**src/rtl/dhc_pkg.sv**
```systemverilog
// Types and constants of the DNS host name checker.
package dhc_pkg;

    // Field widths.
    localparam int CHAR_W      = 8;
    localparam int STATUS_W    = 2;
    localparam int NAME_LEN_W  = 8;
    localparam int LABEL_LEN_W = 7;
    localparam int DOT_CNT_W   = 3;
    localparam int OUT_DATA_W  = 16;

    // Status codes.
    localparam logic [STATUS_W-1:0] ST_OK    = 2'd0;
    localparam logic [STATUS_W-1:0] ST_BAD   = 2'd1;
    localparam logic [STATUS_W-1:0] ST_LONG  = 2'd2;
    localparam logic [STATUS_W-1:0] ST_UNSUP = 2'd3;

    // Character codes.
    localparam logic [CHAR_W-1:0] CH_COLON    = 8'h3A;
    localparam logic [CHAR_W-1:0] CH_LBRACKET = 8'h5B;
    localparam logic [CHAR_W-1:0] CH_RBRACKET = 8'h5D;
    localparam logic [CHAR_W-1:0] CH_DOT      = 8'h2E;
    localparam logic [CHAR_W-1:0] CH_HYPHEN   = 8'h2D;
    localparam logic [CHAR_W-1:0] CH_LOW_A    = 8'h61;
    localparam logic [CHAR_W-1:0] CH_LOW_Z    = 8'h7A;
    localparam logic [CHAR_W-1:0] CH_UP_A     = 8'h41;
    localparam logic [CHAR_W-1:0] CH_UP_Z     = 8'h5A;
    localparam logic [CHAR_W-1:0] CH_ZERO     = 8'h30;
    localparam logic [CHAR_W-1:0] CH_NINE     = 8'h39;
    localparam logic [CHAR_W-1:0] CASE_OFFSET = 8'h20;

    // Dot count saturation and the dotted quad count.
    localparam logic [DOT_CNT_W-1:0] DOT_SAT  = 3'd4;
    localparam logic [DOT_CNT_W-1:0] DOT_QUAD = 3'd3;

    // Per-name checking state.
    typedef struct packed {
        logic [NAME_LEN_W-1:0]  name_len;
        logic [LABEL_LEN_W-1:0] label_len;
        logic [DOT_CNT_W-1:0]   dot_cnt;
        logic                   all_digits;
        logic                   prev_hyphen;
        logic [STATUS_W-1:0]    first_err;
        logic                   err_seen;
    } t_state;

    localparam t_state STATE_CLEAR = '{
        name_len:    '0,
        label_len:   '0,
        dot_cnt:     '0,
        all_digits:  1'b1,
        prev_hyphen: 1'b0,
        first_err:   ST_OK,
        err_seen:    1'b0
    };

    // One result beat.
    typedef struct packed {
        logic [CHAR_W-1:0]   lower_byte;
        logic [STATUS_W-1:0] status;
        logic                done_res;
    } t_result;

endpackage

```
**src/rtl/dhc_check.sv**
```systemverilog
// Per-byte host name rules: case folding, state update and final status.
module dhc_check
    import dhc_pkg::*;
#(
    parameter int MAX_NAME_LEN  = 253,
    parameter int MAX_LABEL_LEN = 63
) (
    input  t_state            i_state,
    input  logic [CHAR_W-1:0] i_char_byte,
    input  logic              i_no_char,
    input  logic              i_last,
    output t_state            o_state,
    output t_result           o_result
);

    localparam logic [NAME_LEN_W-1:0]  NAME_LIMIT  = NAME_LEN_W'(MAX_NAME_LEN);
    localparam logic [LABEL_LEN_W-1:0] LABEL_LIMIT = LABEL_LEN_W'(MAX_LABEL_LEN);

    // Fold the byte, apply the rules in order, then build the end-of-name status.
    always_comb begin
        t_state              s;
        logic [CHAR_W-1:0]   c;
        logic                letter;
        logic                digit;
        logic                hyphen;
        logic [STATUS_W-1:0] st;

        s = i_state;
        c = i_char_byte;
        if (c inside {[CH_UP_A:CH_UP_Z]}) begin
            c = c + CASE_OFFSET;
        end
        letter = c inside {[CH_LOW_A:CH_LOW_Z]};
        digit  = c inside {[CH_ZERO:CH_NINE]};
        hyphen = (c == CH_HYPHEN);

        if (!i_no_char) begin
            if (s.name_len <= NAME_LIMIT) begin
                s.name_len = s.name_len + NAME_LEN_W'(1);
            end
            // Once an error is held, bytes are only counted.
            if (!s.err_seen) begin
                if (c inside {CH_COLON, CH_LBRACKET, CH_RBRACKET}) begin
                    s.err_seen  = 1'b1;
                    s.first_err = ST_UNSUP;
                end else if (c == CH_DOT) begin
                    if (s.label_len == '0 || s.prev_hyphen) begin
                        s.err_seen  = 1'b1;
                        s.first_err = ST_BAD;
                    end else begin
                        s.label_len = '0;
                        if (s.dot_cnt < DOT_SAT) begin
                            s.dot_cnt = s.dot_cnt + DOT_CNT_W'(1);
                        end
                        s.prev_hyphen = 1'b0;
                    end
                end else if (!(letter || digit || hyphen)) begin
                    s.err_seen  = 1'b1;
                    s.first_err = ST_BAD;
                end else if (s.label_len == '0 && hyphen) begin
                    s.err_seen  = 1'b1;
                    s.first_err = ST_BAD;
                end else begin
                    if (s.label_len <= LABEL_LIMIT) begin
                        s.label_len = s.label_len + LABEL_LEN_W'(1);
                    end
                    if (s.label_len > LABEL_LIMIT) begin
                        s.err_seen  = 1'b1;
                        s.first_err = ST_BAD;
                    end else begin
                        if (!digit) begin
                            s.all_digits = 1'b0;
                        end
                        s.prev_hyphen = hyphen;
                    end
                end
            end
        end

        // Length beats everything, then the first byte error, then the end checks.
        st = ST_OK;
        if (i_last) begin
            if (s.name_len == '0) begin
                st = ST_BAD;
            end else if (s.name_len > NAME_LIMIT) begin
                st = ST_LONG;
            end else if (s.err_seen) begin
                st = s.first_err;
            end else if (s.label_len == '0 || s.prev_hyphen) begin
                st = ST_BAD;
            end else if (s.all_digits && s.dot_cnt == DOT_QUAD) begin
                st = ST_UNSUP;
            end
        end

        o_state             = i_last ? STATE_CLEAR : s;
        o_result.lower_byte = i_no_char ? '0 : c;
        o_result.status     = st;
        o_result.done_res   = i_last;
    end

endmodule

```
**src/rtl/dns_hostname_checker_core.sv**
```systemverilog
// Top level of the DNS host name checker: input register, rule logic, result register.
//
//  Channel  Dir  tdata (low bit up)                  tuser    tlast
//  s_axis   in   char_byte[7:0]                      no_char  last
//  m_axis   out  lower_byte[7:0], status[9:8], zero  -        done_res
//
// One beat in and one beat out per cycle while m_axis does not stall; each beat passes
// the input register, then the rule logic, then the result register.
// The per-name state updates in the same cycle a beat moves to the result register.
// Reset (synchronous, active low) empties both registers and clears the name state.
// A stall on m_axis holds the result; the input register still takes one more beat.
module dns_hostname_checker_core
    import dhc_pkg::*;
#(
    parameter int MAX_NAME_LEN  = 253,
    parameter int MAX_LABEL_LEN = 63
) (
    input  logic                  i_clk,
    input  logic                  i_rst_n,
    input  logic                  s_axis_tvalid,
    output logic                  s_axis_tready,
    input  logic [CHAR_W-1:0]     s_axis_tdata,   // char_byte
    input  logic                  s_axis_tuser,   // no_char
    input  logic                  s_axis_tlast,   // last
    output logic                  m_axis_tvalid,
    input  logic                  m_axis_tready,
    output logic [OUT_DATA_W-1:0] m_axis_tdata,   // lower_byte, status, zero pad
    output logic                  m_axis_tlast    // done_res
);

    logic              r_in_valid;
    logic [CHAR_W-1:0] r_in_char;
    logic              r_in_no_char;
    logic              r_in_last;
    logic              r_out_valid;
    t_result           r_out;
    t_state            r_state;
    t_state            n_state;
    t_result           n_out;
    logic              advance;

    // A beat leaves the input register when the result register is free or drains.
    assign advance       = r_in_valid && (!r_out_valid || m_axis_tready);
    assign s_axis_tready = !r_in_valid || advance;

    // Input register.
    always_ff @(posedge i_clk) begin
        if (!i_rst_n) begin
            r_in_valid <= 1'b0;
        end else if (s_axis_tready) begin
            r_in_valid <= s_axis_tvalid;
        end
    end

    always_ff @(posedge i_clk) begin
        if (s_axis_tready && s_axis_tvalid) begin
            r_in_char    <= s_axis_tdata;
            r_in_no_char <= s_axis_tuser;
            r_in_last    <= s_axis_tlast;
        end
    end

    // Rule logic.
    dhc_check #(
        .MAX_NAME_LEN  (MAX_NAME_LEN),
        .MAX_LABEL_LEN (MAX_LABEL_LEN)
    ) u_check (
        .i_state     (r_state),
        .i_char_byte (r_in_char),
        .i_no_char   (r_in_no_char),
        .i_last      (r_in_last),
        .o_state     (n_state),
        .o_result    (n_out)
    );

    // Name state and result register.
    always_ff @(posedge i_clk) begin
        if (!i_rst_n) begin
            r_state     <= STATE_CLEAR;
            r_out_valid <= 1'b0;
        end else begin
            if (advance) begin
                r_state <= n_state;
            end
            if (advance) begin
                r_out_valid <= 1'b1;
            end else if (m_axis_tready) begin
                r_out_valid <= 1'b0;
            end
        end
    end

    always_ff @(posedge i_clk) begin
        if (advance) begin
            r_out <= n_out;
        end
    end

    assign m_axis_tvalid = r_out_valid;
    assign m_axis_tdata  = {{(OUT_DATA_W - CHAR_W - STATUS_W){1'b0}},
                            r_out.status, r_out.lower_byte};
    assign m_axis_tlast  = r_out.done_res;

endmodule

```
**config.mk**
```make
export PLATFORM = sky130hd
export DESIGN_NAME = dns_hostname_checker_core
export DESIGN_NICKNAME = d
export VERILOG_FILES = /design/src/rtl/dhc_pkg.sv /design/src/rtl/dhc_check.sv /design/src/rtl/dns_hostname_checker_core.sv
export SDC_FILE = /design/constraint.sdc
export NUM_CORES = 1
export LEC_CHECK = 0
export BUFFER_PORTS_ARGS = -buffer_cell sky130_fd_sc_hd__buf_2
export CORE_UTILIZATION = 45
export CTS_CLUSTER_SIZE = 14
export DETAILED_ROUTE_END_ITERATION = 6
export PLACE_DENSITY = 0.75
export SLEW_MARGIN = 0
export SYNTH_ARGS = -nofsm -noshare
export SYNTH_HDL_FRONTEND = slang
export SYNTH_SLANG_ARGS = --single-unit
export TNS_END_PERCENT = 100
```
**constraint.sdc**
```tcl
create_clock -name i_clk -period 3.43 [get_ports i_clk]
set_input_delay 0.686 -clock i_clk [delete_from_list [all_inputs] [get_ports i_clk]]
set_output_delay 0.686 -clock i_clk [all_outputs]
set_load 0.01 [all_outputs]
```
# Word-level counts from Yosys, hierarchy flattened
# Index checks and enable logic that the tools add are counted.
[classes] n_mux=38 reduce_logical=21 bitwise_logic=1 n_addsub=4 order_cmp=11 n_eq_ne=6
[ops] op="two-way mux 7 bit" n=10
[ops] op="two-way mux 23 bit" n=2
[ops] op="== test 8 x 6 -> 1 bit, second input constant" n=3
[ops] op="two-way mux 3 bit" n=7
[ops] op="== test 8 x 7 -> 1 bit, second input constant" n=2
[ops] op="greater-or-equal comparator 8 x 7 -> 1 bit, second input constant" n=2
[ops] op="<= comparator 8 x 7 -> 1 bit, second input constant" n=2
[ops] op="two-way mux 8 bit" n=2
[ops] op="two-way mux 15 bit" n=1
[ops] op="logical NOT 7 bit" n=2
[ops] op="two-way mux 2 bit" n=7
[ops] op="two-way mux 12 bit" n=1
[ops] op="two-way mux 10 bit" n=1
[ops] op="adder 8 x 1 -> 8 bit, second input constant" n=1
[ops] op="adder 8 x 6 -> 8 bit, second input constant" n=1
[ops] op="greater-or-equal comparator 8 x 6 -> 1 bit, second input constant" n=1
[ops] op="> comparator 8 bit, second input constant" n=1
[ops] op="<= comparator 8 x 6 -> 1 bit, second input constant" n=1
[ops] op="<= comparator 8 bit, second input constant" n=1
[ops] op="logical NOT 8 bit" n=1
[ops] op="adder 7 x 1 -> 7 bit, second input constant" n=1
[ops] op="> comparator 7 x 6 -> 1 bit, second input constant" n=1
[ops] op="<= comparator 7 x 6 -> 1 bit, second input constant" n=1
[ops] op="logical AND 1 bit" n=7
[ops] op="other kinds (11)" n=22
[totals] inputBits=14 word_cells=97 regBits=46

# Depth between registers and ports, before layout
# Gate-level depths: netlist (run 1).
[logic_depth] word_depth=27 mapped_depth=11 ltp_nobuf=10

# Hierarchy
# Synthesis (run 1) repeated with hierarchy kept, for this count alone.
[unflattened] cells_unflattened=342 hier_area_um2=2970.3
[by_module_without_submodules] module="dns_hostname_checker_core" area_per_inst_um2=1712.9 cells_each=137 seq_area_each_um2=1131.1 instances=1
[by_module_without_submodules] module="dhc_check" area_per_inst_um2=1257.5 cells_each=205 seq_area_each_um2=0.0 instances=1

# Worst setup path before layout (run 1)
# OpenSTA, ideal clock, no wires.
[synth_path] path_type="reg2reg" startpoint="register r_in_char[1]" endpoint="register r_out (netlist bit m_axis_tdata[9]), data pin" setup_ns=0.145 t_arrival_ns=2.997 required_ns=3.285 setup_slack_ns=0.288 path_stages_with_launch=12 n_path_buf=2 path_cell_list="edfxtp_1 buf_6 or4_4 o22ai_4 o22ai_1 and3_1 buf_6 or4_4 mux2i_1 nor4_1 or3b_1 o21ai_1"
[synth_between] elab_chain_cells=18
[synth_rtl] element="start, declared" line_no="dns_hostname_checker_core.sv:32" text="logic [CHAR_W-1:0] r_in_char;"
[synth_rtl] element="start signal, assigned" line_no="dns_hostname_checker_core.sv:57" text="r_in_char <= s_axis_tdata;"
[synth_rtl] element="greater-or-equal comparator 8 x 7 -> 1 bit / <= comparator 8 x 7 -> 1 bit (equally long branches)" line_no="dhc_check.sv:30" text="if (c inside {[CH_UP_A:CH_UP_Z]}) begin"
[synth_rtl] element="logical AND 1 bit" line_no="dhc_check.sv:30"
[synth_rtl] element="two-way mux 8 bit *" line_no="dhc_check.sv:30"
[synth_rtl] element="greater-or-equal comparator 8 x 6 -> 1 bit / <= comparator 8 x 6 -> 1 bit (equally long branches)" line_no="dhc_check.sv:34" text="digit = c inside {[CH_ZERO:CH_NINE]};"
[synth_rtl] element="logical AND 1 bit" line_no="dhc_check.sv:34"
[synth_rtl] element="two-way mux 1 bit" line_no="dhc_check.sv:71" text="if (!digit) begin"
[synth_rtl] element="two-way mux 2 bit" line_no="dhc_check.sv:67" text="if (s.label_len > LABEL_LIMIT) begin"
[synth_rtl] element="two-way mux 2 bit" line_no="dhc_check.sv:60" text="end else if (s.label_len == '0 && hyphen) begin"
[synth_rtl] element="(+2 left out)"
[synth_rtl] element="two-way mux 12 bit" line_no="dhc_check.sv:43" text="if (c inside {CH_COLON, CH_LBRACKET, CH_RBRACKET}) begin"
[synth_rtl] element="two-way mux 15 bit *" line_no="dhc_check.sv:42" text="if (!s.err_seen) begin"
[synth_rtl] element="two-way mux 23 bit *" line_no="dhc_check.sv:37" text="if (!i_no_char) begin"
[synth_rtl] element="logical AND 1 bit" line_no="dhc_check.sv:91" text="end else if (s.all_digits && s.dot_cnt == DOT_QUAD) begin"
[synth_rtl] element="two-way mux 2 bit" line_no="dhc_check.sv:91"
[synth_rtl] element="two-way mux 2 bit" line_no="dhc_check.sv:89" text="end else if (s.label_len == '0 || s.prev_hyphen) begin"
[synth_rtl] element="two-way mux 2 bit *" line_no="dhc_check.sv:87" text="end else if (s.err_seen) begin"
[synth_rtl] element="two-way mux 2 bit *" line_no="dhc_check.sv:85" text="end else if (s.name_len > NAME_LIMIT) begin"
[synth_rtl] element="end signal, assigned" line_no="dns_hostname_checker_core.sv:95" text="r_out <= n_out;"
[synth_rtl] element="end, declared" line_no="dns_hostname_checker_core.sv:36" text="t_result r_out;"
# Mark *: on every way between the ends. The rest lies on a longest branch, timed or not.
# A chain may end at the register's enable or synchronous reset.

# Worst setup path after layout (run 1)
[layout_path] startpoint="register r_in_char[2]" endpoint="register r_out (netlist bit m_axis_tdata[9]), data pin"
# The elaborated chain is that of the path after synthesis.

==> impl_metrics.py, run 1 <==
metrics = {
    "power_and_ir_drop": {
        "p_leak_nw": 1.12,
        "powerDensity_nw_per_um2": 341,
        "peakVddDrop_uv": 194,
    },
    "drt": {
        "finalWirelength_um": 6010,
        "route.detailed.drc": 0,
        "viasPerCell": 5.90,
        "wl_per_cell_um": 14.3,
        "final_antenna_net_count": 0,
        "dr.pass1.iters": 4,
        "num_vias": 2486,
        "dr.first_iter.drc_count": 283,
    },
    "die": {
        "io-pin-count": 33,
        "dieWidth_um": 81.9,
        "rows": 28,
        "die_h_um": 81.9,
        "initial_core_util_pct": 47.7,
        "die_area_um2": 6710,
        "coreArea_um2": 6030,
    },
    "synth": {
        "syn_area_um2": 2870,
        "synth-simple-area-share_pct": 24.9,
        "synth_compound_area_share_pct": 23.4,
        "ys_types": 63,
        "yosys_warnings": 0,
        "async_flop_share_pct": 0,
        "synth_top_family_by_area": "simple AND/OR/NAND/NOR gates",
        "ys_seq_area_share_pct": 39.4,
        "ys_ff_latch": 46,
        "synth_edf_count": 21,
        "synthXorXnorAreaFrac_pct": 0.914,
        "synthAdderAreaFrac_pct": 3.05,
        "postSynthAreaPerCell_um2": 8.84,
        "synthMuxAreaShare_pct": 1.04,
        "synthFlopType": "dfxtp_1",
        "synth_cells": 325,
    },
    "place": {
        "post-place-ws_ns": 0.232,
        "port_buffers": 26,
        "dp.final_hpwl_um": 4290,
        "place.gp.congestion": 0.975,
    },
    "min_path": {
        "holdCritPathClass": "flop to flop",
        "hold_depth": 1,
        "min_to": "r_state[4]",
        "hold_path_startpoint": "r_state[4]",
    },
    "critical_path": {
        "crit_required_ns": 3.59,
        "end_kind": "flop",
        "path_cells": "or4_4, o22ai_4, o22ai_1, and3_1, or4_4, mux2i_1, nor4_2, or3b_1, o21ai_1",
        "worst_path_most_repeated_cell": "or4_4",
        "max_stage_delay_ns": 0.51,
        "crit_fanout": 9,
        "r2r-start": "r_in_char[2]",
        "cp.arrival_ns": 3.32,
        "rrSetupSlack_ns": 0.26,
        "r2r_end": "m_axis_tdata[9]",
        "timing_worst_setup_path_type": "flop to flop",
        "reg2reg_depth": 9,
        "crit_slowest_cell": "or4_4",
        "worstSetupStartpointType": "flop",
    },
    "clock_tree": {
        "cts_tree": "yes",
        "clkTransAtPathRegs_ns": 0.09,
        "clockBufferDepth": 2,
        "cts_htree_levels": 2,
        "cts-root-buf": "clkbuf_8",
        "clock_latency_ns": 0.30,
        "cts_buffers": 5,
        "clkSinkCount": 46,
        "hold_buffers": 0,
    },
    "timing": {
        "setup_viol": 0,
        "hold_viol": 0,
        "grt_setup_unrepaired": "no",
        "maxSlewViolCount": 0,
        "clock_skew_ns": 0.00934,
        "period_needed_ns": 3.17,
        "tightestPinTransition_ns": 0.673,
        "max_freq_ghz": 0.316,
        "finalCritPeriodShare_pct": 92.3,
        "fin_ws_ns": 0.264,
        "setup_tns_ns": 0,
        "maxSlewHeadroom_pct": 54.0,
        "whs_ns": 0.450,
    },
    "finish": {
        "drive_gt1_share_pct": 17.9,
        "antenna_cells": 0,
        "nets": 366,
        "area_growth_syn_to_layout_pct": 9.45,
    },
    "grt": {
        "antenna_found_initial": 0,
        "grt-ovfl-total": 0,
        "grt_max_degree": 24,
        "grt_pass1_vias": 2205,
        "track_usage_pct": 19.5,
        "grt_pass1_wl_um": 10000,
    },
    "status": {
        "status": "completed",
    },
    "flow_run": {
        "max-cap-violations": 0,
    },
}
-- synth_stat cells, types with 3 or more instances --
| master | instances | area share, % |
|---|---|---|
| nor3b_1 | 4 | 1.0 |
| nand4b_1 | 3 | 0.91 |
| and3_1 | 3 | 0.65 |
| a31oi_1 | 7 | 1.5 |
| inv_1 | 14 | 1.8 |
| and2_1 | 5 | 1.1 |
| xnor2_1 | 3 | 0.91 |
| or4_1 | 3 | 0.78 |
| a21boi_0 | 3 | 0.78 |
| buf_4 | 6 | 1.6 |
| o21ai_0 | 16 | 2.8 |
| o221a_2 | 6 | 2.4 |
| edfxtp_1 | 21 | 22 |
| ha_1 | 7 | 3.0 |
| a32oi_1 | 6 | 1.8 |
| nor2_1 | 26 | 3.4 |
| a21oi_1 | 19 | 3.3 |
| clkbuf_1 | 15 | 2.0 |
| nor4_1 | 8 | 1.7 |
| nand2_1 | 24 | 3.1 |
| a22oi_1 | 3 | 0.78 |
| nand4_1 | 4 | 0.87 |
| or3_1 | 3 | 0.65 |
| buf_2 | 5 | 0.87 |
| nor2b_1 | 17 | 3.7 |
| mux2i_1 | 3 | 1.0 |
| dfxtp_1 | 25 | 17 |
| nor3_1 | 9 | 1.6 |
| o22ai_1 | 3 | 0.65 |
| nand3_1 | 9 | 1.6 |
| a211oi_1 | 4 | 1.0 |
-- final cells by class --
class / count / area, µm²
tap: 75 / 93.8
clock buffer: 6 / 72.6
clock inverter: 2 / 10.0
fill: 570 / 2880
timing repair buffer: 38 / 220
sequential: 46 / 1130
multi-input combinational: 240 / 1570
inverter: 14 / 52.6
-- worst max-delay path: cells and delay by family (launching register included) --
family / cells / cell delay (ns)
compound gates: 3 / 0.45
flops: 1 / 0.50
mux: 1 / 0.16
simple gates: 5 / 1.92
-- worst max-delay path by stage --
stage | cells after the start | startpoint | to | slack, ns
finish | 9 | r_in_char[2] | m_axis_tdata[9] | 0.26
global route | 9 | r_in_char[2] | m_axis_tdata[9] | 0.08
CTS | 9 | r_in_char[0] | m_axis_tdata[9] | 0.19
detailed placement | 9 | r_in_char[0] | m_axis_tdata[9] | 0.23
global placement | 9 | r_in_char[0] | m_axis_tdata[9] | 0.27
floorplan | 11 | r_in_char[1] | m_axis_tdata[9] | 0.29
-- stage by stage --
step	power, mW	area, µm²	cells	utilization (%)
CTS	1.08	3130	420	51.9
finish	1.07	3150	421	52.2
global placement	0.752	3040	412	50.5
global route	1.11	3150	421	52.2
floorplan	0.716	2890	330	-
detailed placement	0.754	3040	412	50.5
-- cells in the final DEF, fill, tap and decap left out, types with 4 or more instances in the layout --
master / instances
o221a_2: 6
nor3_1: 9
dfxtp_1: 25
nor2b_1: 17
and2_1: 5
nand3_1: 9
buf_2: 26
edfxtp_1: 21
conb_1: 6
a31oi_1: 7
nor2_1: 26
o21ai_0: 16
nor4_1: 6
nand4_1: 4
a211oi_1: 4
inv_1: 14
buf_4: 12
a32oi_1: 6
nand2_1: 24
nor3b_1: 4
ha_1: 7
a21oi_1: 19
clkbuf_8: 5
-- cells by family (layout without fill, tap and decap cells) --
group | count (synthesis) | after routing
adders and majority gates | 7 | 7
DFF | 46 | 46
and+or+nand+nor | 130 | 130
other | 1 | 6
xor gates and xnor gates | 3 | 3
AOI/OAI and AO/OA | 91 | 91
muxes | 3 | 3
buffers and inverters | 44 | 60
-- where the power goes --
part | internal [mW] | switching, mW
sequential | 0.592 | 0.0160
combinational | 0.0548 | 0.0829
clock | 0.142 | 0.184
-- registers in the layout, indices dropped and copies added, names as in the netlist --
signal / cells
r_state: 23
m_axis_tdata: 10
r_in_char: 8
m_axis_tlast: 1
m_axis_tvalid: 1
r_in_last: 1
r_in_no_char: 1
r_in_valid: 1
-- repair_timing --
action,4_1_cts,5_1_grt
resized for setup,0,2
setup endpoints to repair,0,1
setup buffers,0,1
-- metal layers --
layer	track usage (%)	vias to the layer above	wire, µm	share of wire [%]
li1	-	1248	-	-
met1	26.1	1147	2900	48
met2	30.7	82	2690	45
met3	3.56	9	347	5.8
met4	8.07	0	69	1.1
met5	0	-	0	0
Note: power is estimated with default switching activity, not from simulation.
==> run 2, diff against run 1 <==
--- a/config.mk
+++ b/config.mk
@@ -5,11 +5,12 @@
 export SDC_FILE = /design/constraint.sdc
 export NUM_CORES = 1
 export LEC_CHECK = 0
+export ABC_CLOCK_PERIOD_IN_PS = 3430
 export BUFFER_PORTS_ARGS = -buffer_cell sky130_fd_sc_hd__buf_2
-export CORE_UTILIZATION = 45
+export CORE_UTILIZATION = 30
 export CTS_CLUSTER_SIZE = 14
 export DETAILED_ROUTE_END_ITERATION = 6
-export PLACE_DENSITY = 0.75
+export PLACE_DENSITY = 0.58
 export SLEW_MARGIN = 0
 export SYNTH_ARGS = -nofsm -noshare
 export SYNTH_HDL_FRONTEND = slang
==> run 2 against run 1 <==
Non-clock buffer count up 1. Highest routed layer unchanged. Global-route usage down 5.7 points. Clock skew down 0.0014 ns. Sequential cell count unchanged. Die area up 49%. Worst hold slack better by 0.015 ns. Via count up 1.4%.
==> impl_metrics.py, run 2 (synthesized netlist as in run 1, its figures left out) <==
metrics = {
    "status": {
        "status": "completed",
    },
    "finish": {
        "drive_gt1_share_pct": 17.9,
        "largest_register": "r_state",
        "layout_common_cells": "nor2_1 (26), buf_2 (26), dfxtp_1 (25)",
        "num-fill-cells": 956,
        "area_growth_syn_to_layout_pct": 12.8,
        "largest_reg_flops": 23,
        "antenna_cells": 0,
        "nets": 367,
        "stdcell_area_um2": 3240,
    },
    "critical_path": {
        "worst_path_most_repeated_cell": "nor4_1",
        "crit_fanout": 4,
        "reg2reg_depth": 10,
        "end_kind": "flop",
        "crit_required_ns": 3.59,
        "r2r-start": "r_in_char[5]",
        "cp.arrival_ns": 3.39,
        "startpoint": "r_in_char[5]",
        "worstSetupStartpointType": "flop",
        "worst-path-stages": 10,
        "crit_slowest_cell": "or4_4",
        "cpLargestDelayFamily": "simple AND/OR/NAND/NOR gates",
        "path_cells": "ha_1, nor4_1, nand2_1, o22ai_2, o21bai_4, or4_4, mux2i_1, nor4_1, or3b_1, o21ai_1",
        "max_stage_delay_ns": 0.52,
        "timing_worst_setup_path_type": "flop to flop",
        "crit_buf_inv": 0,
    },
    "drt": {
        "final_antenna_net_count": 0,
        "dr.first_iter.drc_count": 151,
        "num_vias": 2521,
        "route.detailed.drc": 0,
        "viasPerCell": 5.30,
        "wl_per_cell_um": 14.0,
        "finalWirelength_um": 6640,
        "dr.pass1.iters": 5,
    },
    "clock_tree": {
        "clockBufferDepth": 2,
        "cts_buffers": 5,
        "cts_tree": "yes",
        "cts_setup_buffers": 0,
        "hold_buffers": 0,
        "cts_resized": 0,
        "clkSinkCount": 46,
        "cts_htree_levels": 2,
        "cts-root-buf": "clkbuf_8",
        "clock_latency_ns": 0.30,
        "clkTransAtPathRegs_ns": 0.09,
    },
    "die": {
        "die_area_um2": 9980,
        "initial_core_util_pct": 31.1,
        "rows": 35,
        "io-pin-count": 33,
        "coreArea_um2": 9240,
        "die_h_um": 99.9,
        "dieWidth_um": 99.9,
    },
    "grt": {
        "grt_pass1_vias": 2392,
        "grt-ovfl-total": 0,
        "grt_max_degree": 24,
        "grt_pass1_wl_um": 11100,
        "antenna_found_initial": 0,
        "track_usage_pct": 13.8,
    },
    "place": {
        "dp.final_hpwl_um": 4580,
        "port_buffers": 26,
        "place.gp.congestion": 0.922,
        "placed_area_um2": 3130,
    },
    "timing": {
        "setup_viol": 0,
        "finalCritPeriodShare_pct": 94.1,
        "maxSlewHeadroom_pct": 47.1,
        "period_needed_ns": 3.23,
        "clock_skew_ns": 0.00797,
        "maxSlewViolCount": 0,
        "setup_tns_ns": 0,
        "hold_viol": 0,
        "max_freq_ghz": 0.310,
        "tightestPinTransition_ns": 0.792,
    },
    "power_and_ir_drop": {
        "p_leak_nw": 1.13,
        "powerDensity_nw_per_um2": 355,
        "peakVddDrop_uv": 161,
        "total_power_mw": 1.15,
    },
    "min_path": {
        "hold_depth": 2,
        "holdCritPathClass": "flop to flop",
        "hold_path_startpoint": "r_state[2]",
    },
    "flow_run": {
        "max-cap-violations": 0,
    },
}
run 2: cell count changes in the layout (fill, tap and decap cells not counted), sizes merged:
cell    previous run  this run
buf               38        39
bufinv             0         1
clkbuf             6         7
clkinv             2         0
run 2: worst paths after layout:
kind	end	slack, ns
max reg2reg	m_axis_tdata[9]	0.20
min reg2reg	r_state[2]	0.46
min	r_state[2]	0.46
max	m_axis_tdata[9]	0.20
run 2: area by class of cell:
class	instances	area (µm²)	share of cell area, %
Tap cell	129	161	4.98
Multi-Input combinational cell	240	1560	48.2
Clock buffer	7	76.3	2.35
Clock inverter	1	30.0	0.926
Timing Repair Buffer	39	228	7.02
Sequential cell	46	1130	34.9
Inverter	14	52.6	1.62
run 2: metal layers:
| layer | vias up | part of all wire (%) | track usage, % |
|---|---|---|---|
| li1 | 1248 | - | - |
| met1 | 1193 | 48 | 18.7 |
| met2 | 72 | 46 | 22.7 |
| met3 | 8 | 4.6 | 2.30 |
| met4 | 0 | 1.1 | 4.19 |
| met5 | - | 0 | 0 |
run 2: power by group:
| part | internal, mW | switching [mW] | total, mW |
|---|---|---|---|
| clock | 0.218 | 0.183 | 0.402 |
| sequential | 0.592 | 0.0177 | 0.610 |
| combinational | 0.0552 | 0.0844 | 0.140 |
run 2: worst reg2reg max path, delay by kind of cell, from the launching register on:
kind,cells,cell delay (ns)
simple gates,5,1.72
fa+ha+maj,1,0.37
compound gates,3,0.45
flops,1,0.40
mux,1,0.16
run 2: stage by stage:
step,util [%],std cells,hold WS (ns),worst slack [ns]
floorplan,-,330,0.418,0.288
global placement,33.8,468,0.444,0.294
detailed placement,33.8,468,0.444,0.243
CTS,35.0,476,0.467,0.224
global route,35.1,476,0.485,-0.00195
finish,35.1,476,0.465,0.201
==> run 3, diff against run 2 <==
--- a/config.mk
+++ b/config.mk
@@ -5,12 +5,14 @@
 export SDC_FILE = /design/constraint.sdc
 export NUM_CORES = 1
 export LEC_CHECK = 0
+export ABC_AREA = 0
 export ABC_CLOCK_PERIOD_IN_PS = 3430
 export BUFFER_PORTS_ARGS = -buffer_cell sky130_fd_sc_hd__buf_2
 export CORE_UTILIZATION = 30
 export CTS_CLUSTER_SIZE = 14
 export DETAILED_ROUTE_END_ITERATION = 6
 export PLACE_DENSITY = 0.58
+export RECOVER_POWER = 25
 export SLEW_MARGIN = 0
 export SYNTH_ARGS = -nofsm -noshare
 export SYNTH_HDL_FRONTEND = slang
==> run 3 against run 2 <==
Critical path depth unchanged. Critical path type unchanged. Sequential share of layout area up 0.067 points. Non-clock buffer count unchanged. Global-route usage unchanged. Design area down 0.19%. Worst setup slack worse by 0.0032 ns.
==> impl_metrics.py, run 3 (synthesized netlist as in run 1, its figures left out) <==
metrics = {
    "critical_path": {
        "path_cells": "ha_1, nor4_1, nand2_1, o22ai_2, o21bai_4, or4_4, mux2i_1, nor4_1, or3b_1, o21ai_1",
        "worst_path_most_repeated_cell": "nor4_1",
        "end_kind": "flop",
        "timing_worst_setup_path_type": "flop to flop",
        "crit_required_ns": 3.59,
        "r2r_end": "m_axis_tdata[9]",
        "crit_slowest_cell": "or4_4",
        "reg2reg_depth": 10,
        "rrSetupSlack_ns": 0.20,
        "r2r-start": "r_in_char[5]",
        "cp.arrival_ns": 3.39,
        "max_stage_delay_ns": 0.52,
        "crit_fanout": 4,
        "cpLargestDelayFamily": "simple AND/OR/NAND/NOR gates",
        "crit_buf_inv": 0,
        "worstSetupStartpointType": "flop",
    },
    "drt": {
        "wl_per_cell_um": 13.9,
        "drt-met1-wl_um": 3180,
        "top_layer_used": "met4",
        "num_vias": 2522,
        "wl_met2_um": 3050,
        "final_antenna_net_count": 0,
        "route.detailed.drc": 0,
        "viasPerCell": 5.30,
        "wl_met3_um": 326,
        "dr.pass1.iters": 5,
        "dr.first_iter.drc_count": 149,
        "finalWirelength_um": 6630,
    },
    "clock_tree": {
        "clockBufferDepth": 2,
        "clkTransAtPathRegs_ns": 0.09,
        "hold_buffers": 0,
        "cts_buffers": 5,
        "clock_latency_ns": 0.30,
        "cts_tree": "yes",
        "clkSinkCount": 46,
        "cts_setup_buffers": 0,
        "cts_htree_levels": 2,
        "cts-root-buf": "clkbuf_8",
    },
    "flow_run": {
        "max-cap-violations": 0,
    },
    "status": {
        "status": "completed",
    },
    "power_and_ir_drop": {
        "peakVddDrop_uv": 160,
        "p_switching_uw": 286,
        "power_frac_clock_pct": 34.9,
        "p_int_uw": 865,
        "p_sw_share_pct": 24.8,
        "powerDensity_nw_per_um2": 355,
        "p_leak_nw": 1.12,
        "power_frac_comb_pct": 12.1,
        "seq_power_share_pct": 53.0,
    },
    "timing": {
        "maxSlewHeadroom_pct": 29.9,
        "tightestPinTransition_ns": 1.05,
        "max_freq_ghz": 0.309,
        "finalCritPeriodShare_pct": 94.2,
        "maxSlewViolCount": 0,
        "clock_skew_ns": 0.00790,
        "setup_viol": 0,
        "hold_viol": 0,
        "period_needed_ns": 3.23,
        "whs_ns": 0.465,
    },
    "die": {
        "rows": 35,
        "die_area_um2": 9980,
        "dieWidth_um": 99.9,
        "die_h_um": 99.9,
        "coreArea_um2": 9240,
        "initial_core_util_pct": 31.1,
        "io-pin-count": 33,
    },
    "finish": {
        "largest_register": "r_state",
        "area_growth_syn_to_layout_pct": 12.6,
        "final_common_cell": "nor2_1",
        "seq_area_um2": 1130,
        "multi_input_area_um2": 1560,
        "antenna_cells": 0,
        "layout_common_cells": "nor2_1 (26), dfxtp_1 (25), nand2_1 (24), buf_2 (24), edfxtp_1 (21)",
        "fin_cells": 476,
        "num-fill-cells": 959,
        "nets": 367,
        "drive_gt1_share_pct": 17.0,
        "largest_reg_flops": 23,
    },
    "grt": {
        "antenna_found_initial": 0,
        "grt_pass1_vias": 2392,
        "grt_pass1_wl_um": 11100,
        "grt_max_degree": 24,
        "grt-ovfl-total": 0,
        "track_usage_pct": 13.8,
    },
    "min_path": {
        "holdCritPathClass": "flop to flop",
        "min_to": "r_state[2]",
        "hold_depth": 2,
        "hold_path_startpoint": "r_state[2]",
    },
    "place": {
        "dp.cells": 468,
        "dp.final_hpwl_um": 4580,
        "place.gp.congestion": 0.922,
        "port_buffers": 26,
    },
}
[run 3: cell types whose count changed in the layout (fill, tap and decap cells not counted), sizes merged]
| cell | before | now |
|---|---|---|
| buf | 39 | 36 |
| clkbuf | 7 | 10 |
[run 3: stage by stage]
step           util (%)  worst slack (ns)  setup TNS (ns)  instance area, µm²  total power [mW]
3_3_place_gp       33.8             0.294               0                3130             0.758
6_report           35.0             0.198               0                3240              1.15
3_5_place_dp       33.8             0.243               0                3130             0.759
2_1_floorplan         -             0.288               0                2890             0.716
5_1_grt            35.0          -0.00187        -0.00187                3240              1.20
4_1_cts            35.0             0.224               0                3230              1.16
[run 3: area by class of cell]
class | instances | share of cell area (%)
Clock buffer | 7 | 2.36
Clock inverter | 1 | 0.928
Inverter | 14 | 1.62
Multi-Input combinational cell | 240 | 48.3
Sequential cell | 46 | 34.9
Tap cell | 129 | 4.99
Timing Repair Buffer | 39 | 6.84
[run 3: timing repair]
action	CTS	global route
hold endpoints to repair	0	0
resized for setup	0	2
endpoints found under the setup margin	0	1
[run 3: power by group through the flow]
stage	clock network, mW	registers, mW	logic, mW
after CTS	0.416	0.610	0.137
after floorplan	0	0.615	0.101
final	0.402	0.610	0.139
after detailed placement	0	0.622	0.137
after global placement	0	0.622	0.136
after global routing	0.437	0.613	0.153
[run 3: worst max path at each step]
stage / from / endpoint / slack, ns / depth (start not counted)
after CTS: r_in_char[5] / m_axis_tdata[9] / 0.22 / 10
final: r_in_char[5] / m_axis_tdata[9] / 0.20 / 10
after global placement: r_in_char[5] / m_axis_tdata[9] / 0.29 / 10
after floorplan: r_in_char[1] / m_axis_tdata[9] / 0.29 / 11
after detailed placement: r_in_char[0] / m_axis_tdata[9] / 0.24 / 9
after global routing: r_in_char[5] / m_axis_tdata[9] / -0.002 / 11
[run 3: metal layers]
| layer | global-route usage [%] | up-vias |
|---|---|---|
| met2 | 22.7 | 77 |
| met4 | 4.19 | 0 |
| li1 | - | 1245 |
| met1 | 18.7 | 1192 |
| met3 | 2.30 | 8 |
| met5 | 0 | - |
[run 3: worst reg2reg max path, stage by stage, from the launching register on]
cell and delay [ns]:
edfxtp_1 0.39, ha_1 0.37, nor4_1 0.34, nand2_1 0.14, o22ai_2 0.25, o21bai_4 0.08, or4_4 0.52, mux2i_1 0.16
nor4_1 0.33, or3b_1 0.39, o21ai_1 0.12
